File: src/hw/rtl/grid_obstacle_inflation_macros.svh
// ---------------------------------------------------------------------------
// Assertion macros for the grid obstacle inflation block
// Concurrent checks sampled on clk and switched off while rst_n is low.
// ---------------------------------------------------------------------------
`ifndef GRID_OBSTACLE_INFLATION_MACROS_SVH
`define GRID_OBSTACLE_INFLATION_MACROS_SVH

// Consequent must hold in the same cycle as the antecedent
`define GOI_ASSERT_SAME(label, ante, cons, msg) \
  label: assert property (@(posedge clk) disable iff (!rst_n) (ante) |-> (cons)) \
    else $error(msg);

// Consequent must hold in the cycle after the antecedent
`define GOI_ASSERT_NEXT(label, ante, cons, msg) \
  label: assert property (@(posedge clk) disable iff (!rst_n) (ante) |=> (cons)) \
    else $error(msg);

`endif

File: src/hw/rtl/goi_pkg.sv
`timescale 1ns / 1ps
// ---------------------------------------------------------------------------
// goi_pkg
// Shared constants, register indexes, types and the sequencer state enum.
// ---------------------------------------------------------------------------
package goi_pkg;

  localparam int MAX_WIDTH  = 64;
  localparam int MAX_HEIGHT = 64;

  localparam int COORD_W = 6;
  localparam int SIZE_W  = 7;
  localparam int RAD_W   = 3;
  localparam int COST_W  = 8;
  localparam int ADDR_W  = 2 * COORD_W;
  localparam int DEPTH   = MAX_WIDTH * MAX_HEIGHT;

  localparam int CFG_ADDR_W = 4;
  localparam int CFG_DATA_W = 32;

  localparam logic [RAD_W-1:0]  RADIUS_RST = 3'd4;
  localparam logic [SIZE_W-1:0] WIDTH_RST  = SIZE_W'(MAX_WIDTH);
  localparam logic [SIZE_W-1:0] HEIGHT_RST = SIZE_W'(MAX_HEIGHT);

  localparam logic [COST_W-1:0] INFLATED_COST = 8'd254;
  localparam logic [COST_W-1:0] FREE_COST     = 8'd0;

  // register indexes (word address bits of paddr)
  localparam logic [1:0] REG_RADIUS      = 2'd0;
  localparam logic [1:0] REG_GRID_WIDTH  = 2'd1;
  localparam logic [1:0] REG_GRID_HEIGHT = 2'd2;

  // action codes
  localparam logic ACT_WRITE = 1'b0;
  localparam logic ACT_READ  = 1'b1;

  typedef struct packed {
    logic [RAD_W-1:0]  radius;
    logic [SIZE_W-1:0] grid_width;
    logic [SIZE_W-1:0] grid_height;
  } cfg_t;

  typedef struct packed {
    logic               action;
    logic [COORD_W-1:0] cell_x;
    logic [COORD_W-1:0] cell_y;
    logic [COST_W-1:0]  cost;
  } item_t;

  typedef struct packed {
    logic              we;
    logic [ADDR_W-1:0] waddr;
    logic [COST_W-1:0] wdata;
    logic              re;
    logic [ADDR_W-1:0] raddr;
  } mem_req_t;

  typedef struct packed {
    logic              valid;
    logic [COST_W-1:0] value;
    logic              oob;
  } res_t;

  typedef enum logic [2:0] {
    ST_IDLE,
    ST_PREP,
    ST_SCAN,
    ST_DRAIN,
    ST_RESULT
  } state_t;

endpackage

File: src/hw/rtl/goi_cfg_regs.sv
`timescale 1ns / 1ps
// ---------------------------------------------------------------------------
// goi_cfg_regs
// APB-style register file: radius, grid width and grid height.
// ---------------------------------------------------------------------------
module goi_cfg_regs (
  input  logic                             clk,
  input  logic                             rst_n,
  input  logic                             psel,
  input  logic                             penable,
  input  logic                             pwrite,
  input  logic [goi_pkg::CFG_ADDR_W-1:0]   paddr,
  input  logic [goi_pkg::CFG_DATA_W-1:0]   pwdata,
  output logic [goi_pkg::CFG_DATA_W-1:0]   prdata,
  output logic                             pready,
  output goi_pkg::cfg_t                    cfg
);

  logic [goi_pkg::RAD_W-1:0]  radius_r;
  logic [goi_pkg::SIZE_W-1:0] grid_width_r;
  logic [goi_pkg::SIZE_W-1:0] grid_height_r;
  logic                       wr_en;
  logic [1:0]                 reg_idx;

  assign pready  = 1'b1;
  assign wr_en   = psel & penable & pwrite & pready;
  assign reg_idx = paddr[3:2];

  always_ff @(posedge clk) begin
    if (!rst_n) begin
      radius_r      <= goi_pkg::RADIUS_RST;
      grid_width_r  <= goi_pkg::WIDTH_RST;
      grid_height_r <= goi_pkg::HEIGHT_RST;
    end else if (wr_en) begin
      if (reg_idx == goi_pkg::REG_RADIUS) begin
        radius_r <= pwdata[goi_pkg::RAD_W-1:0];
      end
      if (reg_idx == goi_pkg::REG_GRID_WIDTH) begin
        grid_width_r <= pwdata[goi_pkg::SIZE_W-1:0];
      end
      if (reg_idx == goi_pkg::REG_GRID_HEIGHT) begin
        grid_height_r <= pwdata[goi_pkg::SIZE_W-1:0];
      end
    end
  end

  always_comb begin
    unique case (reg_idx)
      goi_pkg::REG_RADIUS:      prdata = goi_pkg::CFG_DATA_W'(radius_r);
      goi_pkg::REG_GRID_WIDTH:  prdata = goi_pkg::CFG_DATA_W'(grid_width_r);
      goi_pkg::REG_GRID_HEIGHT: prdata = goi_pkg::CFG_DATA_W'(grid_height_r);
      default:                  prdata = '0;
    endcase
  end

  assign cfg.radius      = radius_r;
  assign cfg.grid_width  = grid_width_r;
  assign cfg.grid_height = grid_height_r;

endmodule

File: config.mk
export PLATFORM = sky130hd
export DESIGN_NAME = goi_cfg_regs
export DESIGN_NICKNAME = d
export VERILOG_FILES = /design/src/hw/rtl/grid_obstacle_inflation_macros.svh /design/src/hw/rtl/goi_pkg.sv /design/src/hw/rtl/goi_cfg_regs.sv
export SDC_FILE = /design/constraint.sdc
export NUM_CORES = 1
export LEC_CHECK = 0
export BUFFER_PORTS_ARGS = -buffer_cell sky130_fd_sc_hd__buf_2
export CAP_MARGIN = 25
export CORE_MARGIN = 8
export CORE_UTILIZATION = 37
export CTS_CLUSTER_DIAMETER = 200
export DETAILED_ROUTE_END_ITERATION = 8
export PLACE_DENSITY = 0.8
export SYNTH_ARGS = -nofsm -noshare
export SYNTH_HDL_FRONTEND = slang
export SYNTH_SLANG_ARGS = --single-unit
File: constraint.sdc
create_clock -name clk -period 1.05 [get_ports clk]
set_input_delay 0.105 -clock clk [delete_from_list [all_inputs] [get_ports clk]]
set_output_delay 0.105 -clock clk [all_outputs]
set_load 0.03 [all_outputs]
==> qor.json <==
{
  "io_buffer_count": 37,
  "dr.first_iter.drc_count": 31,
  "timing.max_cap.violations": 0,
  "design.core.area_sq_mm": 0.002663,
  "rsz_0062_raised_after_global_routing": "yes",
  "total_switching_power_mw": 0.4452,
  "detailed_place.area_sq_mm": 0.001209,
  "grt_antenna_before_repair": 0,
  "crit_required_ns": 0.94,
  "run_status": "finished, violations left",
  "arrival_ns": 1.01,
  "switching_share_pct": 33.16,
  "worst_slack_ns": -0.06847,
  "power.sequential.fraction_pct": 49.1,
  "irDropWorstVdd_uv": 572.0,
  "endpoint_kind": "output port",
  "finalInstanceArea_sq_mm": 0.001400,
  "placed_cells": 184,
  "dpl_worst_slack_ns": -0.05805,
  "drt_first_pass_iters": 3,
  "ff_latch_area_sq_um": 356.6,
  "area_growth_pct": 39.53,
  "postSynthAreaPerCell_sq_um": 8.959,
  "layout.core_utilization_pct": 52.58,
  "io_pins": 91,
  "die_height_um": 68.08,
  "synth.area.top_cells": "dfxtp_1, buf_4, mux2i_1",
  "syn-instance-count": 112,
  "power-per-cell-area_mw_per_mm2": 958.8,
  "worst_hold_slack_ns": 0.04712,
  "gr-total-overflow": 0,
  "worstSkewPairLatency_ns": 0.28,
  "routed_wl_um": 2629,
  "library_cell_occupying_the_most_area_in_the_post_synthesis_netlist": "dfxtp_1",
  "cts_buffer_depth": 2,
  "final-setup-viol-count": 7,
  "cts_tree": "done",
  "crit_path_start_kind": "flip-flop",
  "power.share.clock_pct": 25.9,
  "cts.htree.levels": 1,
  "layout_skew_ns": 0,
  "postCtsHoldBufs": 0,
  "ant_nets": 0,
  "worst-setup-path-type": "flip-flop to output port",
  "fraction_of_final_layout_cells_with_drive_strength_greater_than_1_pct": 48.81,
  "grt_pass1_vias": 919,
  "route.detailed.wl_per_inst_um": 13.21,
  "drv_slew": 0,
  "cts_buffers": 3,
  "cts.sink_count": 17,
  "initial_utilization_pct": 37.69,
  "post-route-drc-count": 0,
  "worstHoldPathType": "input port to flip-flop",
  "max_freq_mhz": 894.1,
  "hold_viol": 0,
  "via_count": 855,
  "die-area_sq_mm": 0.004634,
  "grt_pass1_wl_um": 4036,
  "netlist_area_pre_place_sq_mm": 0.001003,
  "violations": "setup timing",
  "layout.filler_cells": 273,
  "period_share_pct": 106.5,
  "core.rowCount": 19,
  "largest_net_degree_at_the_start_of_global_routing": 25,
  "synth.yosys.seq_area_share_pct": 33.92,
  "total_routing_usage_reported_by_global_routing_pct": 11.21,
  "yosys_register_bits": 17,
  "detailedPlacementHpwl_um": 2015,
  "yosysWarningCount": 0,
  "intPower_mw": 0.8972,
  "antenna-diode-count": 0,
  "clk_pin_slew_ns": 0.10,
  "multiInputGateArea_sq_um": 541.8,
  "combinationalPowerShare_pct": 25.0,
  "clk_root_buffer_cell": "clkbuf_4",
  "routabilityCongestion": 0.7227,
  "synthDistinctLibCells": 18,
  "synth_largest_type_area_fraction_pct": 33.92,
  "static-leakage-power_nw": 0.6860,
  "finish.net_count": 210,
  "floorplan.die.width_um": 68.08,
  "post-route-min-period_ns": 1.118,
  "worstPathMaxFanout": 2,
  "finish.cell_count_without_fillers": 199,
  "avgViaCountPerCell": 4.296
}
[placed cells by master (no fill, tap or decap), types with 3 or more instances in the layout]
cell / count
a22o_1: 4
buf_2: 21
buf_4: 29
buf_6: 8
clkbuf_4: 3
conb_1: 26
dfxtp_1: 4
dfxtp_2: 13
mux2i_1: 18
nand2_1: 23
nor2b_1: 5
o21ai_2: 3
[power by group through the flow]
stage	combinational (mW)	clock (mW)	sequential, mW
global placement	0.305	0	0.675
global route	0.360	0.391	0.661
CTS	0.327	0.367	0.659
detailed placement	0.307	0	0.675
floorplan	0.282	0	0.692
finish	0.335	0.348	0.659
[flip-flops by register name, summed over array words and instances (netlist names)]
name	count
grid_height_r	7
grid_width_r	7
radius_r	3
[final timing paths]
path / startpoint / endpoint / slack, ns / cells after the start
worst min-delay path: pwdata[2] / radius_r[2] / 0.05 / 2
worst max register to register: radius_r[2] / radius_r[2] / 0.24 / 2
worst max-delay path: radius_r[1] / prdata[1] / -0.07 / 3
worst min register to register: grid_width_r[5] / grid_width_r[5] / 0.47 / 2
[timing repair]
item,in CTS,in global routing
pin swaps,3,1
endpoints found under the setup margin,7,16
resized for setup,20,21
hold endpoints to repair,0,0
buffers inserted,10,1
[cell usage after synthesis]
cell type	number
inv_1	1
nand3_2	1
mux2i_1	19
o31a_1	1
clkbuf_1	2
nor3b_1	1
o21ai_0	3
dfxtp_1	17
a211o_1	1
nand2_1	23
nand4_2	1
nor3b_4	1
a22o_1	4
buf_2	1
nor3_1	1
nor2b_1	5
buf_4	28
conb_1	2
[cell families (layout without fill, tap and decap cells)]
kind of cell / Yosys count / after routing / share of synthesized area, %
compound gates: 9 / 9 / 6.733
buf+inv: 32 / 64 / 22.57
flops: 17 / 17 / 33.92
mux: 19 / 19 / 18.95
other cells: 2 / 26 / 0.7484
simple gates: 33 / 33 / 17.08
[per-layer routing]
metal / track usage (%) / vias up / wire [um]
li1: - / 429 / -
met3: 2.946 / 0 / 239
met1: 12.16 / 396 / 1024
met4: 3.069 / 0 / 0
met5: 0 / - / 0
met2: 20.87 / 30 / 1365
[layout make-up]
cell class	instances	share of cell area (%)
Timing Repair Buffer	59	30.92
Inverter	1	0.2681
Multi-Input combinational cell	87	38.70
Tap cell	31	2.770
Sequential cell	17	25.47
Clock buffer	4	1.877
[critical path: stages (launching register included)]
cell and delay, ns:
dfxtp_2 0.34, mux2i_2 0.18, o21ai_2 0.08, buf_6 0.13
[stage by stage]
step                      TNS (ns)  power [mW]
final                      -0.2201       1.342
after global placement     -0.1905      0.9799
after floorplan                  0      0.9740
after CTS                  -0.3364       1.354
after global routing       -0.5947       1.411
after detailed placement   -0.2944      0.9822
Note: power is estimated with default switching activity, not from simulation.
