==> config.mk <==
export PLATFORM = sky130hd
export DESIGN_NAME = goi_scan_ctrl
export DESIGN_NICKNAME = d
export VERILOG_FILES = /design/src/hw/rtl/grid_obstacle_inflation_macros.svh /design/src/hw/rtl/goi_pkg.sv /design/src/hw/rtl/goi_scan_ctrl.sv
export SDC_FILE = /design/constraint.sdc
export NUM_CORES = 1
export LEC_CHECK = 0
export ABC_AREA = 1
export BUFFER_PORTS_ARGS = -buffer_cell sky130_fd_sc_hd__buf_2
export CORE_MARGIN = 5
export CORE_UTILIZATION = 56
export CTS_CLUSTER_DIAMETER = 40
export DETAILED_ROUTE_END_ITERATION = 12
export GPL_ROUTABILITY_DRIVEN = 0
export PLACE_DENSITY = 0.82
export SLEW_MARGIN = 15
export SYNTH_ARGS = -nofsm -noshare
export SYNTH_HDL_FRONTEND = slang
export SYNTH_SLANG_ARGS = --single-unit
==> constraint.sdc <==
create_clock -name clk -period 3 [get_ports clk]
set_input_delay 0.45 -clock clk [delete_from_list [all_inputs] [get_ports clk]]
set_output_delay 0.45 -clock clk [all_outputs]
set_load 0.01 [all_outputs]
==> src/hw/rtl/grid_obstacle_inflation_macros.svh <==
// ---------------------------------------------------------------------------
// Assertion macros for the grid obstacle inflation block
// Concurrent checks sampled on clk and switched off while rst_n is low.
// ---------------------------------------------------------------------------
`ifndef GRID_OBSTACLE_INFLATION_MACROS_SVH
`define GRID_OBSTACLE_INFLATION_MACROS_SVH

// Consequent must hold in the same cycle as the antecedent
`define GOI_ASSERT_SAME(label, ante, cons, msg) \
  label: assert property (@(posedge clk) disable iff (!rst_n) (ante) |-> (cons)) \
    else $error(msg);

// Consequent must hold in the cycle after the antecedent
`define GOI_ASSERT_NEXT(label, ante, cons, msg) \
  label: assert property (@(posedge clk) disable iff (!rst_n) (ante) |=> (cons)) \
    else $error(msg);

`endif

==> src/hw/rtl/goi_pkg.sv <==
`timescale 1ns / 1ps
// ---------------------------------------------------------------------------
// goi_pkg
// Shared constants, register indexes, types and the sequencer state enum.
// ---------------------------------------------------------------------------
package goi_pkg;

  localparam int MAX_WIDTH  = 64;
  localparam int MAX_HEIGHT = 64;

  localparam int COORD_W = 6;
  localparam int SIZE_W  = 7;
  localparam int RAD_W   = 3;
  localparam int COST_W  = 8;
  localparam int ADDR_W  = 2 * COORD_W;
  localparam int DEPTH   = MAX_WIDTH * MAX_HEIGHT;

  localparam int CFG_ADDR_W = 4;
  localparam int CFG_DATA_W = 32;

  localparam logic [RAD_W-1:0]  RADIUS_RST = 3'd4;
  localparam logic [SIZE_W-1:0] WIDTH_RST  = SIZE_W'(MAX_WIDTH);
  localparam logic [SIZE_W-1:0] HEIGHT_RST = SIZE_W'(MAX_HEIGHT);

  localparam logic [COST_W-1:0] INFLATED_COST = 8'd254;
  localparam logic [COST_W-1:0] FREE_COST     = 8'd0;

  // register indexes (word address bits of paddr)
  localparam logic [1:0] REG_RADIUS      = 2'd0;
  localparam logic [1:0] REG_GRID_WIDTH  = 2'd1;
  localparam logic [1:0] REG_GRID_HEIGHT = 2'd2;

  // action codes
  localparam logic ACT_WRITE = 1'b0;
  localparam logic ACT_READ  = 1'b1;

  typedef struct packed {
    logic [RAD_W-1:0]  radius;
    logic [SIZE_W-1:0] grid_width;
    logic [SIZE_W-1:0] grid_height;
  } cfg_t;

  typedef struct packed {
    logic               action;
    logic [COORD_W-1:0] cell_x;
    logic [COORD_W-1:0] cell_y;
    logic [COST_W-1:0]  cost;
  } item_t;

  typedef struct packed {
    logic              we;
    logic [ADDR_W-1:0] waddr;
    logic [COST_W-1:0] wdata;
    logic              re;
    logic [ADDR_W-1:0] raddr;
  } mem_req_t;

  typedef struct packed {
    logic              valid;
    logic [COST_W-1:0] value;
    logic              oob;
  } res_t;

  typedef enum logic [2:0] {
    ST_IDLE,
    ST_PREP,
    ST_SCAN,
    ST_DRAIN,
    ST_RESULT
  } state_t;

endpackage

==> src/hw/rtl/goi_scan_ctrl.sv <==
`timescale 1ns / 1ps
// ---------------------------------------------------------------------------
// goi_scan_ctrl
// Sequencer: bounds check, cell write, and window scan through the memory.
// ---------------------------------------------------------------------------
module goi_scan_ctrl (
  input  logic                         clk,
  input  logic                         rst_n,
  input  goi_pkg::cfg_t                cfg,
  input  logic                         item_valid,
  input  goi_pkg::item_t               item,
  output logic                         item_ready,
  output goi_pkg::mem_req_t            mem_req,
  input  logic [goi_pkg::COST_W-1:0]   rd_data,
  output goi_pkg::res_t                res,
  input  logic                         res_ready
);

  localparam int CW = goi_pkg::COORD_W;
  localparam int SW = goi_pkg::SIZE_W;

  goi_pkg::state_t state_r, state_nxt;
  goi_pkg::item_t  item_r, item_nxt;

  logic [CW-1:0]             sx_r, sx_nxt;
  logic [CW-1:0]             sy_r, sy_nxt;
  logic [CW-1:0]             xlo_r, xlo_nxt;
  logic [CW-1:0]             xhi_r, xhi_nxt;
  logic [CW-1:0]             yhi_r, yhi_nxt;
  logic                      rd_pend_r, rd_pend_nxt;
  logic [goi_pkg::COST_W-1:0] value_r, value_nxt;
  logic                      oob_r, oob_nxt;

  logic [SW-1:0] w_eff, h_eff, w_last, h_last;
  logic [SW-1:0] x_sum, y_sum;
  logic [CW-1:0] rad_ext;
  logic [CW-1:0] x_lo, y_lo, x_hi, y_hi;
  logic          oob;
  logic          hit;

  // clipped window bounds and bounds check for the held item
  always_comb begin
    w_eff   = (cfg.grid_width > SW'(goi_pkg::MAX_WIDTH)) ?
              SW'(goi_pkg::MAX_WIDTH) : cfg.grid_width;
    h_eff   = (cfg.grid_height > SW'(goi_pkg::MAX_HEIGHT)) ?
              SW'(goi_pkg::MAX_HEIGHT) : cfg.grid_height;
    oob     = ({1'b0, item_r.cell_x} >= w_eff) || ({1'b0, item_r.cell_y} >= h_eff);
    w_last  = w_eff - SW'(1);
    h_last  = h_eff - SW'(1);
    rad_ext = CW'(cfg.radius);
    x_lo    = (item_r.cell_x > rad_ext) ? item_r.cell_x - rad_ext : '0;
    y_lo    = (item_r.cell_y > rad_ext) ? item_r.cell_y - rad_ext : '0;
    x_sum   = {1'b0, item_r.cell_x} + {1'b0, rad_ext};
    y_sum   = {1'b0, item_r.cell_y} + {1'b0, rad_ext};
    x_hi    = (x_sum > w_last) ? w_last[CW-1:0] : x_sum[CW-1:0];
    y_hi    = (y_sum > h_last) ? h_last[CW-1:0] : y_sum[CW-1:0];
  end

  assign hit = rd_pend_r && (rd_data != goi_pkg::FREE_COST);

  always_ff @(posedge clk) begin
    if (!rst_n) begin
      state_r   <= goi_pkg::ST_IDLE;
      rd_pend_r <= 1'b0;
    end else begin
      state_r   <= state_nxt;
      rd_pend_r <= rd_pend_nxt;
    end
  end

  always_ff @(posedge clk) begin
    item_r  <= item_nxt;
    sx_r    <= sx_nxt;
    sy_r    <= sy_nxt;
    xlo_r   <= xlo_nxt;
    xhi_r   <= xhi_nxt;
    yhi_r   <= yhi_nxt;
    value_r <= value_nxt;
    oob_r   <= oob_nxt;
  end

  always_comb begin
    state_nxt     = state_r;
    item_nxt      = item_r;
    sx_nxt        = sx_r;
    sy_nxt        = sy_r;
    xlo_nxt       = xlo_r;
    xhi_nxt       = xhi_r;
    yhi_nxt       = yhi_r;
    value_nxt     = value_r;
    oob_nxt       = oob_r;
    rd_pend_nxt   = 1'b0;
    item_ready    = 1'b0;
    mem_req.we    = 1'b0;
    mem_req.waddr = {item_r.cell_y, item_r.cell_x};
    mem_req.wdata = item_r.cost;
    mem_req.re    = 1'b0;
    mem_req.raddr = {sy_r, sx_r};
    res.valid     = 1'b0;
    res.value     = value_r;
    res.oob       = oob_r;

    unique case (state_r)
      goi_pkg::ST_IDLE: begin
        item_ready = 1'b1;
        if (item_valid) begin
          item_nxt  = item;
          state_nxt = goi_pkg::ST_PREP;
        end
      end
      goi_pkg::ST_PREP: begin
        oob_nxt   = oob;
        value_nxt = goi_pkg::FREE_COST;
        if (oob || item_r.action == goi_pkg::ACT_WRITE) begin
          mem_req.we = !oob;
          state_nxt  = goi_pkg::ST_RESULT;
        end else begin
          sx_nxt    = x_lo;
          sy_nxt    = y_lo;
          xlo_nxt   = x_lo;
          xhi_nxt   = x_hi;
          yhi_nxt   = y_hi;
          state_nxt = goi_pkg::ST_SCAN;
        end
      end
      goi_pkg::ST_SCAN: begin
        if (hit) begin
          // stop at the first occupied cell; no further read is issued
          value_nxt = goi_pkg::INFLATED_COST;
          state_nxt = goi_pkg::ST_RESULT;
        end else begin
          mem_req.re  = 1'b1;
          rd_pend_nxt = 1'b1;
          if (sx_r == xhi_r) begin
            sx_nxt = xlo_r;
            if (sy_r == yhi_r) begin
              state_nxt = goi_pkg::ST_DRAIN;
            end else begin
              sy_nxt = sy_r + CW'(1);
            end
          end else begin
            sx_nxt = sx_r + CW'(1);
          end
        end
      end
      goi_pkg::ST_DRAIN: begin
        if (hit) begin
          value_nxt = goi_pkg::INFLATED_COST;
        end
        state_nxt = goi_pkg::ST_RESULT;
      end
      goi_pkg::ST_RESULT: begin
        res.valid = 1'b1;
        if (res_ready) begin
          state_nxt = goi_pkg::ST_IDLE;
        end
      end
      default: begin
        state_nxt = goi_pkg::ST_IDLE;
      end
    endcase
  end

endmodule

==> flow_summary.yaml, run 1 <==
clocking:
  clock_latency_ns: 0.33
  numClockSinks: 57
  clkTransAtPathRegs_ns: 0.07
  cts_tree: "built"
  htreeDepth: 3
  cts_made_buffers: 9
  clockRootBuffer: "clkbuf_8"
  cts_hold_buf: 0
  cts_resized: 0
  clock_path_buffers: 2
  cts_setup_buffers: 0
placed_design:
  dp_hpwl_mm: 8.052
  placed_cell_area_sq_um: 4885
  io_buffers: 93
  dp_cells: 716
synth:
  synth_warnings: 0
  ys_seq_elements: 57
  synth-async-reset-ratio_pct: 0
  synth.most_common_cell: "nand2_1"
  avgSynthCellArea_sq_um: 8.241
  synthTopCellsByArea: "edfxtp_1, ha_1, nand2_1, inv_1, buf_4"
  syn-instance-count: 539
  ys_seq_area_share_pct: 37.63
  ys_types: 35
  synth_top_area_share_pct: 35.83
  synth_flop_cell: "edfxtp_1"
  synth.cell_area_sq_um: 4442
  synth_nets: 634
  synth_common_cells: "nand2_1, inv_1, edfxtp_1"
  synth-edff-count: 53
  yosys.area.top_type: "edfxtp_1"
sta:
  finalSetupTns_ns: 0
  fmax_mhz: 349.8
  finalClockSkew_ns: 0.007073
  slew_violations: 0
  finalHoldViolCount: 0
  min_period_ns: 2.858
  grt_setup_unrepaired: "true"
  finalCritPeriodShare_pct: 95.28
  final-setup-viol-count: 0
global_route:
  grt_max_degree: 22
  grt_pass1_wl_mm: 16.73
  grtUsageTotal_pct: 20.96
  grt_pass1_vias: 3638
  antenna_found_initial: 0
  gr-total-overflow: 0
critical_path:
  worstPathRequired_ns: 3.07
  end_kind: "flop"
  start_kind: "flop"
  reg2reg_from: "mem_req[21]$_DFFE_PP_"
  worst-path-max-fanout: 6
  cp_data_arrival_time_ns: 2.93
  crit_type: "reg -> reg"
  startpoint: "mem_req[21]$_DFFE_PP_"
status:
  status: "completed"
finish:
  drive_gt1_share_pct: 26.31
  final_nets: 721
  fin_area_sq_um: 5224
  final_cells: 733
  syn_to_final_growth_pct: 17.61
  diodes: 0
hold_path:
  hold_class: "in -> reg"
  hp-start: "item[14]"
routing:
  drt_iter0_drc: 296
  ant_nets: 0
  vias: 3884
  drt-total-wl_mm: 10.27
  routed_via_density: 5.299
  avgRoutedWirePerCell_microns: 14.01
  firstDrtPassIters: 6
  drcViolationCount: 0
die:
  design.core.area_sq_um: 7727
  start_util_pct: 57.48
  io_pins: 95
  std_cell_rows: 32
  die_x_microns: 99.06
  die-area_sq_um: 9813
  die_height_microns: 99.06
run:
  maxCapViolCount: 0
power_and_ir_drop:
  power.leakage_nw: 2.619
  p_per_area_nw_per_um2: 693.9
  peakVddDrop_mv: 0.4602
-- per-stage QoR --
step | total power [mW] | util [%] | setup WS, ns | hold WS [ns]
6_report | 3.625 | 67.60 | 0.1415 | 0.2843
5_1_grt | 3.881 | 67.60 | -0.02719 | 0.2718
4_1_cts | 3.561 | 66.79 | 0.02437 | 0.2766
3_5_place_dp | 2.562 | 63.21 | -0.1545 | 0.5740
3_3_place_gp | 2.491 | 63.21 | -0.0006402 | 0.5611
2_1_floorplan | 2.219 | - | 0.1758 | 0.5461
-- final cells by class --
type / instances / area, sq um
inverter: 81 / 304.0
multi-input combinational: 367 / 2251
fill: 590 / 2504
tap: 102 / 127.6
sequential: 57 / 1672
clock buffer: 11 / 151.4
clock inverter: 5 / 125.1
timing repair buffer: 110 / 593.1
-- critical path, cell delays in order, from the launching register on --
cell	delay, ns
edfxtp_1	0.39
ha_2	0.20
inv_1	0.06
fa_2	0.33
nor2_1	0.09
o21ai_0	0.09
or2_4	0.25
nand2_1	0.06
inv_1	0.06
ha_1	0.31
nand2_1	0.09
nor2_2	0.11
nand2_1	0.07
o211ai_1	0.16
nand2_2	0.15
nand2_1	0.08
o21ai_0	0.09
-- layer usage --
layer	global-route usage (%)	share of wire, %
met1	27.52	43
met2	32.70	45
met3	5.803	9.6
met4	8.613	2.6
met5	0	0
-- where the power goes --
group          switching, mW  internal, mW  total (mW)  leakage (nW)
registers              0.120          1.10        1.22         0.524
logic                  0.872         0.544        1.42          1.95
clock network          0.312         0.680       0.991         0.140
-- logic make-up after synthesis --
family,Yosys count,share of synthesized area [%]
XOR/XNOR,23,4.535
other,1,0.08443
AND/OR/NAND/NOR,234,22.54
flip-flops,57,37.63
adder cells (fa/ha/maj),45,13.35
buffers and inverters,116,13.10
AO/OA/AOI/OAI,63,8.760
-- final timing paths --
kind / to / slack [ns] / depth (start not counted)
max: xhi_r[1]$_DFFE_PP_ / 0.14 / 16
min: mem_req[21]$_DFFE_PP_ / 0.28 / 1
max reg2reg: xhi_r[1]$_DFFE_PP_ / 0.14 / 16
min reg2reg: sx_r[4]$_DFFE_PP_ / 0.59 / 2
-- cells in the final DEF, fill, tap and decap left out, types with 3 or more instances in the layout --
cell type	netlist	routed
buf_2	1	93
o21ai_0	23	22
bufinv_16	0	4
dfxtp_1	4	4
nand2_2	1	3
xor2_1	18	18
nor3_1	6	6
nand4_1	8	8
inv_1	75	75
a21oi_2	4	4
buf_4	30	17
o22ai_1	5	5
a21oi_1	19	18
o211ai_2	6	6
xnor2_1	5	5
ha_1	41	38
edfxtp_1	53	53
o21ai_1	2	3
nand3_2	3	4
nor2_2	3	7
nor2_1	49	45
nand2_1	129	128
nand3_1	28	27
inv_2	6	6
clkbuf_8	1	11
-- sequential cells by signal, summed over array words and instances, names as in the netlist --
register	flops
yhi_r	6
item_r	1
xhi_r	6
rd_pend_r	1
value_r	1
sx_r	6
state_r	3
mem_req	20
xlo_r	6
sy_r	6
oob_r	1
Power figures use the tool's default switching activity.
==> run 2: changes to the inputs <==
--- a/config.mk
+++ b/config.mk
@@ -7,12 +7,14 @@
 export LEC_CHECK = 0
 export ABC_AREA = 1
 export BUFFER_PORTS_ARGS = -buffer_cell sky130_fd_sc_hd__buf_2
+export CELL_PAD_IN_SITES_DETAIL_PLACEMENT = 0
+export CELL_PAD_IN_SITES_GLOBAL_PLACEMENT = 1
 export CORE_MARGIN = 5
-export CORE_UTILIZATION = 56
+export CORE_UTILIZATION = 41
 export CTS_CLUSTER_DIAMETER = 40
 export DETAILED_ROUTE_END_ITERATION = 12
 export GPL_ROUTABILITY_DRIVEN = 0
-export PLACE_DENSITY = 0.82
+export PLACE_DENSITY_LB_ADDON = 0.1
 export SLEW_MARGIN = 15
 export SYNTH_ARGS = -nofsm -noshare
 export SYNTH_HDL_FRONTEND = slang
==> flow_summary.yaml, run 2 (synthesized netlist as in run 1, its figures left out) <==
routing:
  ant_nets: 0
  firstDrtPassIters: 4
  vias: 3631
  drcViolationCount: 0
  routed_via_density: 4.661
  avgRoutedWirePerCell_microns: 12.58
  drt-total-wl_mm: 9.802
  drt_iter0_drc: 131
critical_path:
  worst-path-max-fanout: 6
  worstPathRequired_ns: 3.08
  crit_type: "reg -> reg"
  end_kind: "flop"
  crit_path_max_incr_delay_ns: 0.38
  cp_data_arrival_time_ns: 2.88
  crit_chain: "ha_2, inv_1, fa_1, nor2_1, o21ai_0, or2_4, nand2_1, inv_1, ha_1, nand2_1, nor2_2, nand2_1, o211ai_1, nand2_2, nand2_1, o21ai_0"
  critPathSlowestCell: "edfxtp_1"
  start_kind: "flop"
  path_common_cell: "nand2_1"
finish:
  fill_cells: 1112
  syn_to_final_growth_pct: 17.63
  diodes: 0
  largest_reg_flops: 20
  drive_gt1_share_pct: 26.60
  seqCellArea_sq_um: 1672
  final_cells: 779
  final_nets: 729
  final_cell_mix: "nand2_1, buf_2, inv_1"
  layout_commonest_cell: "nand2_1"
  multi_input_area_sq_um: 2247
  utilization_pct: 48.63
global_route:
  grt_pass1_wl_mm: 16.11
  grt_pass1_vias: 3521
  antenna_found_initial: 1
  grt_max_degree: 22
  gr-total-overflow: 0
  grtUsageTotal_pct: 15.76
power_and_ir_drop:
  p_per_area_nw_per_um2: 609.8
  peakVddDrop_mv: 0.3674
  power.leakage_nw: 2.595
clocking:
  cts_hold_buf: 0
  numClockSinks: 57
  cts_made_buffers: 9
  cts_tree: "built"
  clock_latency_ns: 0.34
  htreeDepth: 3
  clkTransAtPathRegs_ns: 0.06
  clockRootBuffer: "clkbuf_8"
  clock_path_buffers: 2
placed_design:
  dp_cells: 758
  dp_hpwl_mm: 8.130
  io_buffers: 93
sta:
  fmax_mhz: 357.0
  slew_violations: 0
  final-setup-viol-count: 0
  timing.hold.ws_ns: 0.2804
  finalCritPeriodShare_pct: 93.38
  finalHoldViolCount: 0
  min_period_ns: 2.801
  finalClockSkew_ns: 0.01042
die:
  std_cell_rows: 38
  design.core.area_sq_um: 10750
  io_pins: 95
  die_x_microns: 114.1
  start_util_pct: 41.34
  die-area_sq_um: 13020
  die_height_microns: 114.1
hold_path:
  hold_class: "in -> reg"
status:
  status: "completed"
run:
  maxCapViolCount: 0
[run 2: cell count changes in the layout (fill, tap and decap cells not counted), sizes merged]
| cell | previous run | this run |
|---|---|---|
| buf | 110 | 118 |
| clkinv | 1 | 6 |
| bufinv | 4 | 0 |
| clkbuf | 11 | 9 |
| clkinvlp | 0 | 1 |
[run 2: layout make-up]
cell class | instances | share of cell area [%]
Timing Repair Buffer | 118 | 12.74
Clock buffer | 9 | 2.371
Clock inverter | 7 | 0.7184
Sequential cell | 57 | 31.99
Tap cell | 140 | 3.352
Inverter | 81 | 5.819
Multi-Input combinational cell | 367 | 43.01
[run 2: path summary, 6_finish.rpt]
check	from	endpoint	slack, ns	cells after the start
setup / recovery	mem_req[21]$_DFFE_PP_	xhi_r[3]$_DFFE_PP_	0.20	16
hold / removal	item[14]	mem_req[21]$_DFFE_PP_	0.28	1
setup reg to reg	mem_req[21]$_DFFE_PP_	xhi_r[3]$_DFFE_PP_	0.20	16
hold reg to reg	xlo_r[1]$_DFFE_PP_	sx_r[1]$_DFFE_PP_	0.58	2
[run 2: metrics by stage]
stage	instance area, sq um	setup TNS (ns)	power (mW)	worst slack [ns]
floorplan	4442	0	2.219	0.1758
global placement	4977	-0.2724	2.550	-0.04821
detailed placement	4977	-0.9856	2.572	-0.1175
CTS	5139	0	3.186	0.06338
global route	5225	-0.1090	3.485	-0.03991
finish	5225	0	3.186	0.1986
[run 2: worst max-delay path: cells and delay by family (launching register included)]
kind,cells,cell delay (ns)
compound gates,3,0.34
simple gates,8,0.88
fa+ha+maj,3,0.85
flops,1,0.38
buf+inv,2,0.10
[run 2: repair_timing]
item	CTS	global route
endpoints found under the hold margin	0	0
setup buffers	0	4
endpoints found under the setup margin	0	12
gates resized for setup	0	13
[run 2: layer usage]
metal | global-route usage [%] | wire [microns] | share of wire, %
met1 | 20.59 | 4765 | 49
met2 | 24.55 | 4178 | 43
met3 | 5.550 | 747 | 7.6
met4 | 4.988 | 97 | 0.99
met5 | 0 | 13 | 0.13
[run 2: power by group]
group	total, mW	internal (mW)	switching [mW]	leakage (nW)
logic	1.38	0.555	0.825	1.99
registers	1.22	1.10	0.117	0.524
clock network	0.591	0.288	0.303	0.0815
total	3.19	1.94	1.25	2.60
==> run 3: changes to the inputs <==
==> constraint.sdc (replaced) <==
create_clock -name clk -period 3 [get_ports clk]
set_input_delay 0.15 -clock clk [delete_from_list [all_inputs] [get_ports clk]]
set_output_delay 0.15 -clock clk [all_outputs]
set_load 0.01 [all_outputs]
==> flow_summary.yaml, run 3 (synthesized netlist as in run 1, its figures left out) <==
routing:
  drt_iter0_drc: 169
  drt-total-wl_mm: 10.23
  routed_via_density: 4.759
  drcViolationCount: 0
  ant_nets: 0
  vias: 3750
  avgRoutedWirePerCell_microns: 12.98
  firstDrtPassIters: 4
placed_design:
  dp_slack_ns: 0.02292
  placed_cell_area_sq_um: 4875
  dp_hpwl_mm: 8.269
  io_buffers: 93
clocking:
  numClockSinks: 57
  cts_made_buffers: 9
  clock_latency_ns: 0.34
  cts_tree: "built"
  clkTransAtPathRegs_ns: 0.07
  htreeDepth: 3
  clock_path_buffers: 2
  clockRootBuffer: "clkbuf_8"
global_route:
  gr-total-overflow: 0
  grt_max_degree: 22
  grtUsageTotal_pct: 16.45
  antenna_found_initial: 0
  grt_pass1_wl_mm: 17.23
  grt_pass1_vias: 3681
sta:
  min_period_ns: 2.819
  finalClockSkew_ns: 0.009727
  slew_violations: 0
  final-setup-viol-count: 0
  fmax_mhz: 354.7
  setup_slack_ns: 0.1805
  finalHoldViolCount: 0
  finalCritPeriodShare_pct: 93.98
  grt_setup_unrepaired: "false"
  timing.hold.ws_ns: 0.02034
  finalSetupTns_ns: 0
finish:
  final_nets: 738
  utilization_pct: 49.50
  layout_commonest_cell: "nand2_1"
  largest_reg_flops: 20
  diodes: 0
  drive_gt1_share_pct: 23.61
  final_cell_mix: "nand2_1, buf_2, inv_1"
  syn_to_final_growth_pct: 19.75
  fin_area_sq_um: 5319
critical_path:
  worst-path-max-fanout: 7
  crit_type: "reg -> reg"
  worstPathRequired_ns: 3.07
  start_kind: "flop"
  cp_data_arrival_time_ns: 2.89
  end_kind: "flop"
die:
  std_cell_rows: 38
  die_height_microns: 114.1
  start_util_pct: 41.34
  design.core.area_sq_um: 10750
  die-area_sq_um: 13020
  io_pins: 95
  die_x_microns: 114.1
power_and_ir_drop:
  power.leakage_nw: 2.636
  peakVddDrop_mv: 0.2983
  p_per_area_nw_per_um2: 615.8
hold_path:
  hold_class: "in -> reg"
run:
  maxCapViolCount: 0
status:
  status: "completed"
run 3: cell types whose count changed in the layout (fill, tap and decap cells not counted), moves of 2 or more:
cell,before,now
ha_1,37,40
clkbuf_1,0,2
buf_4,24,13
clkinv_1,3,1
a21oi_2,6,4
ha_4,2,0
dlygate4sd3_1,0,21
a21oi_1,17,19
run 3: repair_timing:
item                                    in CTS  in global routing
hold endpoints to repair                    21                  0
endpoints found under the setup margin       0                 12
resized for setup                            0                  7
setup buffers                                0                  4
hold buffers                                21                  0
run 3: through the flow:
stage | power (mW) | std cells
after floorplan | 2.219 | 539
after global placement | 2.518 | 746
after detailed placement | 2.552 | 746
after CTS | 3.264 | 783
after global routing | 3.566 | 788
final | 3.275 | 788
run 3: area by class of cell:
class / instances / area (sq um)
timing repair buffer: 127 / 773.2
clock buffer: 11 / 131.4
tap: 140 / 175.2
clock inverter: 5 / 48.80
sequential: 57 / 1672
multi-input combinational: 367 / 2215
inverter: 81 / 304.0
fill: 1083 / 5426
run 3: report_power, final:
group	total [mW]	switching [mW]	leakage, nW	internal [mW]
clock network	0.681	0.304	0.0945	0.377
registers	1.21	0.113	0.524	1.10
logic	1.38	0.838	2.02	0.546
total	3.28	1.25	2.64	2.02
run 3: worst paths after layout:
check | startpoint | to | slack (ns) | cells past startpoint
hold / removal | rst_n | state_r[2]$_SDFFE_PN0P_ | 0.02 | 3
hold reg to reg | xlo_r[5]$_DFFE_PP_ | sx_r[5]$_DFFE_PP_ | 0.58 | 2
setup / recovery | mem_req[27]$_DFFE_PP_ | yhi_r[0]$_DFFE_PP_ | 0.18 | 17
setup reg to reg | mem_req[27]$_DFFE_PP_ | yhi_r[0]$_DFFE_PP_ | 0.18 | 17
run 3: routing by layer:
metal  part of all wire [%]  global-route usage, %
met1                     48                  22.30
met2                     43                  25.88
met3                    7.9                  4.175
met4                    1.2                  5.226
met5                      0                      0
run 3: critical path, stage by stage, from the launching register on:
cell,delay (ns)
edfxtp_1,0.35
ha_1,0.16
inv_1,0.06
fa_2,0.35
nor2_1,0.10
o21ai_0,0.10
or2_2,0.30
nand2_1,0.06
inv_1,0.05
ha_1,0.29
a21oi_1,0.14
nor2_1,0.05
nor2_1,0.09
nand3_1,0.12
nand2_4,0.12
inv_1,0.08
nand2_1,0.06
o21ai_0,0.09
